[config.mk]
export PLATFORM = sky130hd
export DESIGN_NAME = sm3_block_compression
export DESIGN_NICKNAME = d
export VERILOG_FILES = /design/src/rtl/sm3bc_pkg.sv /design/src/rtl/sm3_block_compression.sv /design/src/rtl/sm3bc_msg_sched.sv /design/src/rtl/sm3bc_round.sv
export SDC_FILE = /design/constraint.sdc
export NUM_CORES = 2
export LEC_CHECK = 0
export ABC_AREA = 1
export ABC_CLOCK_PERIOD_IN_PS = 31100
export BUFFER_PORTS_ARGS = -buffer_cell sky130_fd_sc_hd__buf_2
export CAP_MARGIN = 0
export CORE_MARGIN = 1
export CORE_UTILIZATION = 35
export CTS_CLUSTER_DIAMETER = 30
export DETAILED_ROUTE_END_ITERATION = 6
export HOLD_SLACK_MARGIN = 0.05
export PLACE_DENSITY = 0.55
export REMOVE_ABC_BUFFERS = 1
export SLEW_MARGIN = 20
export SYNTH_ARGS = -nofsm -noshare
export SYNTH_HDL_FRONTEND = slang
export SYNTH_SLANG_ARGS = --single-unit
[constraint.sdc]
create_clock -name i_clk -period 31.1 [get_ports i_clk]
set_clock_uncertainty 0.05 [all_clocks]
set_input_delay 3.11 -clock i_clk [delete_from_list [all_inputs] [get_ports i_clk]]
set_output_delay 3.11 -clock i_clk [all_outputs]
set_load 0.1 [all_outputs]
[src/rtl/sm3bc_pkg.sv]
package sm3bc_pkg;

    typedef logic [31:0] t_word;

    typedef struct packed {
        t_word a;
        t_word b;
        t_word c;
        t_word d;
        t_word e;
        t_word f;
        t_word g;
        t_word h;
    } t_work;

    typedef enum logic [1:0] {
        ST_LOAD,
        ST_ROUND,
        ST_OUT
    } t_state_e;

    localparam t_word SM3_IV [8] = '{
        32'h7380166f, 32'h4914b2b9, 32'h172442d7, 32'hda8a0600,
        32'ha96f30bc, 32'h163138aa, 32'he38dee4d, 32'hb0fb0e4e
    };

    // round constant for rounds 0..15
    localparam t_word TJ_LO = 32'h79cc4519;
    // 0x7a879d8a already rotated by 16 for round 16
    localparam t_word TJ_HI_ROT = 32'h9d8a7a87;

    localparam logic [3:0] LAST_WORD     = 4'd15;
    localparam logic [5:0] LAST_LO_ROUND = 6'd15;
    localparam logic [5:0] LAST_ROUND    = 6'd63;
    localparam logic [2:0] LAST_IDX      = 3'd7;

    function automatic t_word rol32(t_word x, int unsigned n);
        t_word res;
        res = (x << n) | (x >> (32 - n));
        return res;
    endfunction

    function automatic t_word perm0(t_word x);
        return x ^ rol32(x, 9) ^ rol32(x, 17);
    endfunction

    function automatic t_word perm1(t_word x);
        return x ^ rol32(x, 15) ^ rol32(x, 23);
    endfunction

endpackage

[src/rtl/sm3_block_compression.sv]
// SM3 compression of one padded 512-bit block. Message words arrive one per slave transaction
// (tuser high on the first word of a message reloads the standard IV and restarts the block).
// After the sixteenth word the slave side drops tready while one shared round unit runs one
// round per cycle for all 64 rounds, with the message schedule expanded on the fly in a 16-word
// shift window. The updated chaining value then leaves as eight master transactions, A first,
// tuser carrying the word index and tlast marking H; the slave side reopens after the last one.
module sm3_block_compression
    import sm3bc_pkg::*;
(
    input  logic        i_clk,
    input  logic        i_rst_n,
    input  logic        i_s_tvalid,
    output logic        o_s_tready,
    input  logic [31:0] i_s_tdata,   // [31:0] message_word
    input  logic        i_s_tuser,   // [0] new_message
    output logic        o_m_tvalid,
    input  logic        i_m_tready,
    output logic [31:0] o_m_tdata,   // [31:0] digest_word
    output logic [2:0]  o_m_tuser,   // [2:0] word_index
    output logic        o_m_tlast
);

    t_state_e   r_state, n_state;
    logic [3:0] r_cnt, n_cnt;
    logic [5:0] r_round, n_round;
    logic [2:0] r_idx, n_idx;
    t_word      r_cv [8];
    t_word      n_cv [8];
    t_work      r_work, n_work;
    t_word      r_tj, n_tj;

    logic  s_acc;
    logic  m_acc;
    logic  in_round;
    t_word w_j;
    t_word w_j4;
    t_work round_out;

    assign s_acc    = i_s_tvalid && o_s_tready;
    assign m_acc    = o_m_tvalid && i_m_tready;
    assign in_round = (r_state == ST_ROUND);

    sm3bc_msg_sched u_sched (
        .i_clk       (i_clk),
        .i_load      (s_acc),
        .i_load_word (i_s_tdata),
        .i_step      (in_round),
        .o_w_j       (w_j),
        .o_w_j4      (w_j4)
    );

    sm3bc_round u_round (
        .i_work (r_work),
        .i_w_j  (w_j),
        .i_w_j4 (w_j4),
        .i_tj   (r_tj),
        .i_low  (r_round[5:4] == 2'b00),
        .o_work (round_out)
    );

    always_comb begin
        n_state = r_state;
        unique case (r_state)
            ST_LOAD: begin
                if (s_acc && !i_s_tuser && (r_cnt == LAST_WORD)) begin
                    n_state = ST_ROUND;
                end
            end
            ST_ROUND: begin
                if (r_round == LAST_ROUND) begin
                    n_state = ST_OUT;
                end
            end
            ST_OUT: begin
                if (m_acc && (r_idx == LAST_IDX)) begin
                    n_state = ST_LOAD;
                end
            end
            default: n_state = ST_LOAD;
        endcase
    end

    always_comb begin
        o_s_tready = 1'b0;
        o_m_tvalid = 1'b0;
        unique case (r_state)
            ST_LOAD:  o_s_tready = 1'b1;
            ST_ROUND: o_s_tready = 1'b0;
            ST_OUT:   o_m_tvalid = 1'b1;
            default:  o_s_tready = 1'b0;
        endcase
    end

    assign o_m_tdata = r_cv[r_idx];
    assign o_m_tuser = r_idx;
    assign o_m_tlast = (r_idx == LAST_IDX);

    always_comb begin
        n_cnt   = r_cnt;
        n_round = r_round;
        n_idx   = r_idx;
        n_cv    = r_cv;
        n_work  = r_work;
        n_tj    = r_tj;
        unique case (r_state)
            ST_LOAD: begin
                if (s_acc) begin
                    if (i_s_tuser) begin
                        n_cv  = SM3_IV;
                        n_cnt = 4'd1;
                    end else if (r_cnt == LAST_WORD) begin
                        n_cnt   = '0;
                        n_round = '0;
                        n_tj    = TJ_LO;
                        n_work  = '{a: r_cv[0], b: r_cv[1], c: r_cv[2], d: r_cv[3],
                                    e: r_cv[4], f: r_cv[5], g: r_cv[6], h: r_cv[7]};
                    end else begin
                        n_cnt = r_cnt + 4'd1;
                    end
                end
            end
            ST_ROUND: begin
                n_work  = round_out;
                n_round = r_round + 6'd1;
                n_tj    = (r_round == LAST_LO_ROUND) ? TJ_HI_ROT : rol32(r_tj, 1);
                if (r_round == LAST_ROUND) begin
                    n_cv[0] = r_cv[0] ^ round_out.a;
                    n_cv[1] = r_cv[1] ^ round_out.b;
                    n_cv[2] = r_cv[2] ^ round_out.c;
                    n_cv[3] = r_cv[3] ^ round_out.d;
                    n_cv[4] = r_cv[4] ^ round_out.e;
                    n_cv[5] = r_cv[5] ^ round_out.f;
                    n_cv[6] = r_cv[6] ^ round_out.g;
                    n_cv[7] = r_cv[7] ^ round_out.h;
                end
            end
            ST_OUT: begin
                if (m_acc) begin
                    n_idx = r_idx + 3'd1;
                end
            end
            default: n_cnt = r_cnt;
        endcase
    end

    always_ff @(posedge i_clk) begin
        if (!i_rst_n) begin
            r_state <= ST_LOAD;
            r_cnt   <= '0;
            r_round <= '0;
            r_idx   <= '0;
            r_cv    <= SM3_IV;
        end else begin
            r_state <= n_state;
            r_cnt   <= n_cnt;
            r_round <= n_round;
            r_idx   <= n_idx;
            r_cv    <= n_cv;
        end
    end

    always_ff @(posedge i_clk) begin
        r_work <= n_work;
        r_tj   <= n_tj;
    end

endmodule

[src/rtl/sm3bc_msg_sched.sv]
module sm3bc_msg_sched
    import sm3bc_pkg::*;
(
    input  logic  i_clk,
    input  logic  i_load,
    input  t_word i_load_word,
    input  logic  i_step,
    output t_word o_w_j,
    output t_word o_w_j4
);

    t_word r_w [16];
    t_word expand;

    // w[j+16] from the sliding 16-word window
    always_comb begin
        expand = perm1(r_w[0] ^ r_w[7] ^ rol32(r_w[13], 15))
                 ^ rol32(r_w[3], 7) ^ r_w[10];
    end

    always_ff @(posedge i_clk) begin
        if (i_load || i_step) begin
            for (int k = 0; k < 15; k++) begin
                r_w[k] <= r_w[k + 1];
            end
            r_w[15] <= i_load ? i_load_word : expand;
        end
    end

    assign o_w_j  = r_w[0];
    assign o_w_j4 = r_w[4];

endmodule

[src/rtl/sm3bc_round.sv]
module sm3bc_round
    import sm3bc_pkg::*;
(
    input  t_work i_work,
    input  t_word i_w_j,
    input  t_word i_w_j4,
    input  t_word i_tj,
    input  logic  i_low,
    output t_work o_work
);

    t_word a12;
    t_word ss1;
    t_word ss2;
    t_word ff;
    t_word gg;
    t_word tt1;
    t_word tt2;

    always_comb begin
        a12 = rol32(i_work.a, 12);
        ss1 = rol32(a12 + i_work.e + i_tj, 7);
        ss2 = ss1 ^ a12;
        if (i_low) begin
            ff = i_work.a ^ i_work.b ^ i_work.c;
            gg = i_work.e ^ i_work.f ^ i_work.g;
        end else begin
            ff = (i_work.a & i_work.b) | (i_work.a & i_work.c) | (i_work.b & i_work.c);
            gg = (i_work.e & i_work.f) | (~i_work.e & i_work.g);
        end
        tt1 = ff + i_work.d + ss2 + (i_w_j ^ i_w_j4);
        tt2 = gg + i_work.h + ss1 + i_w_j;

        o_work.a = tt1;
        o_work.b = i_work.a;
        o_work.c = rol32(i_work.b, 9);
        o_work.d = i_work.c;
        o_work.e = perm0(tt2);
        o_work.f = i_work.e;
        o_work.g = rol32(i_work.f, 19);
        o_work.h = i_work.g;
    end

endmodule

-- Yosys cells after proc, flatten, opt, wreduce, memory -nomap -nowiden
Memories as Yosys holds them, arrays and structs flattened.
Cells that the tools add are included.
- register bits after elaboration: 559
- memories: 1
- output and inout bits: 38
- input port bits: 37
- memory bits (writable): 512
- $lt $le $gt $ge: 1
- bitwise gates (word level): 43
- multiplexer cells: 33
- eq/ne operators: 13
- reductions and logical operators: 15
- $add $sub $neg: 11
- memories (name ; words ; width ; read ports ; clocked after memory_dff ; write ports ; line ; RTL):
    u_sched.r_w ; 16 ; 32 ; 16 ; 0 ; 16 ; sm3bc_msg_sched.sv:12 ; t_word r_w [16];
- operators with widths (kind ; count):
    two-way mux 256 bit ; 6
    case mux 256 bit (2 select lines) ; 2
    bitwise XOR 32 bit ; 22
    two-way mux 32 bit ; 9
    adder 32 bit ; 8
    AND 32 bit ; 5
    binary-select mux 32 bit (select 3 bit) ; 1
    OR 32 bit ; 3
    OR 32 x 15 -> 32 bit ; 2
    OR 32 x 7 -> 32 bit ; 2
    OR 32 x 9 -> 32 bit ; 2
    case mux 32 bit (2 select lines) ; 1
    inverter 32 bit ; 1
    OR 32 x 1 -> 32 bit ; 1
    OR 32 x 12 -> 32 bit ; 1
    OR 32 x 17 -> 32 bit ; 1
    OR 32 x 19 -> 32 bit ; 1
    OR 32 x 23 -> 32 bit ; 1
    two-way mux 6 bit ; 3
    inequality test 2 bit (second input constant) ; 7
    case mux 6 bit (2 select lines) ; 1
    two-way mux 4 bit ; 2
    AND reduction 4 bit ; 2
    adder 6 x 1 -> 6 bit (second input constant) ; 1
    other kinds (20) ; 31

-- Logic depth before layout (Yosys ltp)
- word-level depth: 13
- gate-level depth with buffers: 36
- gate-level depth less buffers: 36

-- By module
Synthesis repeated with hierarchy kept, for this count alone.
- cell total of the unflattened synthesis: 7387
- area, all modules: 62028.2 µm²
- by module, submodules not included (module ; sequential area each (µm²) ; times used ; area an instance (µm²) ; cells an instance):
    sm3_block_compression ; 14073.5 ; 1 ; 28554.9 ; 3893
    sm3bc_msg_sched ; 15374.7 ; 1 ; 18901.9 ; 1354
    sm3bc_round ; 0.0 ; 1 ; 14571.5 ; 2140

-- Worst setup path before layout
OpenSTA, ideal clock, no wires.
- path type: input-to-reg
- from: input i_s_tvalid
- to: register r_round[4]
- arrival time: 22845 ps
- data required time: 30668 ps
- slack: 7823 ps
- stages: 9
- path through: inv_1 > nor2_2 > inv_2 > nand2_1 > nand3b_2 > inv_1 > nand2_1 > nand2_1 > a211oi_1
- cells in the longest elaborated chain, start to end: 3
- RTL lines (what ; line ; RTL):
    start, declared ; sm3_block_compression.sv:12 ; input logic i_s_tvalid,
    logical AND 1 bit ; sm3_block_compression.sv:39 ; assign s_acc = i_s_tvalid && o_s_tready;
    inequality test 2 bit (no line) ; -- ;
    AND reduction 4 bit (no line) ; -- ;
    end signal, assigned ; sm3_block_compression.sv:156 ; r_round <= n_round;
    end, declared ; sm3_block_compression.sv:25 ; logic [5:0] r_round, n_round;
Every way passes these cells.
A chain may end at the register's enable or synchronous reset.

-- Worst setup path after layout
- from: register r_idx[0], in the netlist o_m_tuser[0]
- to: output o_m_tdata[8]
- cells in the longest elaborated chain, start to end: 4
- RTL lines (what ; line ; RTL):
    start, declared ; sm3_block_compression.sv:26 ; logic [2:0] r_idx, n_idx;
    start signal, assigned ; sm3_block_compression.sv:157 ; r_idx <= n_idx;
    inverter 3 -> 4 bit (not written as such) ; sm3_block_compression.sv:94 ; assign o_m_tdata = r_cv[r_idx];
    binary-select mux 32 bit (select 3 bit) ; sm3_block_compression.sv:94 ;
    two-way mux 32 bit (not written as such) (2 in series) ; sm3_block_compression.sv:94 ;
    end, declared ; sm3_block_compression.sv:18 ; output logic [31:0] o_m_tdata,
Every way passes these cells. The select of a mux whose other input is x is not followed.

==> reports/qor.txt <==
Hold Path Sink = u_sched.r_w[4][1]$_DFFE_PP_
fin util = 0.426
GRT overflow = 0
GPL Wtd Cong = 0.956
setup ws final = 23.33 ns
Worst Setup SP = o_m_tuser[0]$_SDFFE_PN0P_
DRC Markers = 0
Setup Crit Path Kind = reg -> out
HPWL after DPL = 135 mm
most frequent cells in the layout = nand2_1 (1184), edfxtp_1 (800), inv_1 (646)
number of global-route vias before repair = 39.1k
Cell Rows = 144
synthesized flop and latch total = 1071
share of cells above drive strength 1 = 0.110
Ant. Diodes = 0
register area share after synthesis = 0.540
Yosys cell types = 50
Area Overhead vs Synth = 20.7%
CTS Hold Bufs = 0
CTS tree = done
CP Launch Type = flip-flop
Worst setup EP type = output port
worst endpoint data arrival time = 4.61 ns
initial antenna violation count = 2
P per Cell Area = 73.9 nW/um2
Mean Syn Cell Area = 9.82 um2
via density per instance = 5.14
number of fillers in the final layout = 14.6k
Yosys warnings = 0
max frequency = 0.129 GHz
Mapped Area = 54500 um2
routed len/inst = 23.2 um
fin crit period = 7.77 ns
Leak = 0.0260 uW
CTS Sinks = 1071
CTS resizes = 0
prevailing post-synth register cell = edfxtp_1
Hold Crit Class = reg -> reg
Die H = 397 um
status = finished clean
GRT Overall Usage = 0.233
reg-to-reg slack, setup = 23.94 ns
largest net degree at the start of global routing = 207
sequence of cells on the critical path = inv_4, buf_4, o21ai_0, a221oi_1, a31oi_1, buf_2
FFs w/ async S/R, synth = 0
Initial Util = 0.353
CTS H-tree lvls = 4
Worst Tran Pin Value = 1.22 ns
RSZ-0062 raised after global routing = false
IO buf count = 74
Final Hold Viols = 0
Num CTS Buffers = 240
Core Area = 154000 um2
Vias = 41.0k
critical path peak fanout = 60
R2R depth = 21
Cells after Synth = 5555
total detailed-routing wirelength = 186 mm
CTS clk-pin slew, worst paths = 0.06 ns
footprint of the multi-input gates = 21900 um2
HP Start = u_sched.r_w[5][1]$_DFFE_PP_
max_slew headroom = 0.186
max-capacitance violation count = 0
WP data required = 27.94 ns
Max clock buf depth = 3
# setup viols final = 0
CP max stage delay = 0.87 ns
first-pass GRT wire length = 266 mm
CP max stage cell = a221oi_1
worst-skew pair later-pin latency = 0.85 ns
drt initial violations = 4225
WHS Path Cells = 0
clk root buf = clkbuf_16
Max VDD drop = 0.0650 mV
most common cell after layout, fill and taps aside = nand2_1
Place WS = 23.46 ns
Initial DRT Pass Iterations = 6
Die W = 397 um
fin nets = 6043
I/O pins = 75
register area = 29500 um2
r2r startpoint = r_work[121]$_DFFE_PP_
Setup Fix Bufs, Post-CTS = 0
EDFF count, synth = 800
Routed Antenna Nets = 0
Slew Limit Fails = 0
Die Area = 157000 um2
crit share post-route = 0.250
reg2reg end = r_work[247]$_DFFE_PP_
-- kinds of logic after synthesis --
group           share of synthesized area
xor+xnor                           0.0552
simple gates                        0.142
compound gates                      0.112
mux                              0.000184
buf+inv                            0.0592
fa+ha+maj                          0.0910
flops                               0.540
-- critical path: cells and delay by family, from the launching register on --
family	cells	cell delay (ns)
DFF	1	0.54
AOI/OAI and AO/OA	3	1.37
buffers and inverters	3	1.70
-- area by class of cell --
| cell class | instances | area share |
|---|---|---|
| Multi-Input combinational cell | 3635 | 0.333 |
| Clock buffer | 278 | 0.0964 |
| Clock inverter | 183 | 0.0353 |
| Timing Repair Buffer | 116 | 0.0111 |
| Tap cell | 2044 | 0.0389 |
| Sequential cell | 1071 | 0.448 |
| Inverter | 658 | 0.0377 |
-- layer usage --
layer	GRT usage	up-vias	part of all wire
met5	0	-	0.000038
met4	0.116	2	0.051
met3	0.0360	318	0.061
met2	0.368	1500	0.46
met1	0.310	20100	0.43
li1	-	19100	-
-- flip-flops by register name (all words and copies together) (netlist names) --
signal	flops
r_cv	256
o_m_tuser	3
r_tj	32
r_round	6
r_state	2
r_work	256
r_cnt	4
u_sched.r_w	512
-- worst max path at each step --
stage / to / slack (ns) / depth (start not counted)
3_3_place_gp: r_work[61]$_DFFE_PP_ / 23.56 / 9
6_report: o_m_tdata[8] / 23.33 / 6
2_1_floorplan: r_round[4]$_SDFFE_PN0P_ / -9.88 / 9
4_1_cts: o_m_tdata[8] / 23.38 / 6
5_1_grt: o_m_tdata[8] / 23.26 / 6
3_5_place_dp: r_work[29]$_DFFE_PP_ / 23.46 / 9
-- report_power, final --
| group | internal [uW] | switching (uW) | total, uW |
|---|---|---|---|
| Clock | 1770 | 884 | 2660 |
| Combinational | 156 | 398 | 554 |
| Sequential | 1620 | 36.2 | 1650 |
| Total | 3550 | 1320 | 4870 |
-- cells in the mapped netlist, types with 2 or more instances --
master / instances / share of area
nand3_2: 4 / 0.00073
o21a_1: 4 / 0.00055
a31oi_1: 38 / 0.0044
nand4_1: 25 / 0.0029
nand3_1: 296 / 0.027
buf_2: 33 / 0.0030
a21o_1: 6 / 0.00083
nor4_1: 3 / 0.00034
dfxtp_1: 271 / 0.099
a21oi_2: 5 / 0.00080
a21boi_0: 4 / 0.00055
nand2_1: 1186 / 0.082
or2_2: 35 / 0.0040
a221oi_1: 33 / 0.0053
inv_2: 6 / 0.00041
nor2_1: 172 / 0.012
fa_1: 188 / 0.069
a21oi_1: 400 / 0.037
nand2_4: 2 / 0.00041
nor3_1: 66 / 0.0061
buf_1: 9 / 0.00062
clkbuf_1: 149 / 0.010
edfxtp_1: 800 / 0.44
a21boi_1: 2 / 0.00028
xor2_1: 255 / 0.041
xnor2_1: 85 / 0.014
nand2_2: 29 / 0.0033
o21ai_0: 645 / 0.059
ha_1: 96 / 0.022
o21ai_1: 7 / 0.00064
nor3_2: 5 / 0.00092
clkinv_1: 2 / 0.00014
o211ai_1: 4 / 0.00055
o21bai_1: 12 / 0.0017
inv_1: 650 / 0.045
nor2_2: 8 / 0.00092
nand3b_1: 7 / 0.00096
-- stage by stage --
step / area, um2 / hold slack, ns / setup TNS [ns] / instances / power (uW)
6_report: 65800 / 0.337 / 0 / 7985 / 4870
5_1_grt: 65800 / 0.344 / 0 / 7985 / 5030
4_1_cts: 65800 / 0.333 / 0 / 7984 / 4900
3_5_place_dp: 57100 / 0.355 / 0 / 7523 / 2230
3_3_place_gp: 57100 / 0.350 / 0 / 7523 / 2220
2_1_floorplan: 53800 / 0.350 / -3691.94 / 5364 / 2040
No activity file was read; power rests on OpenSTA's default activity.
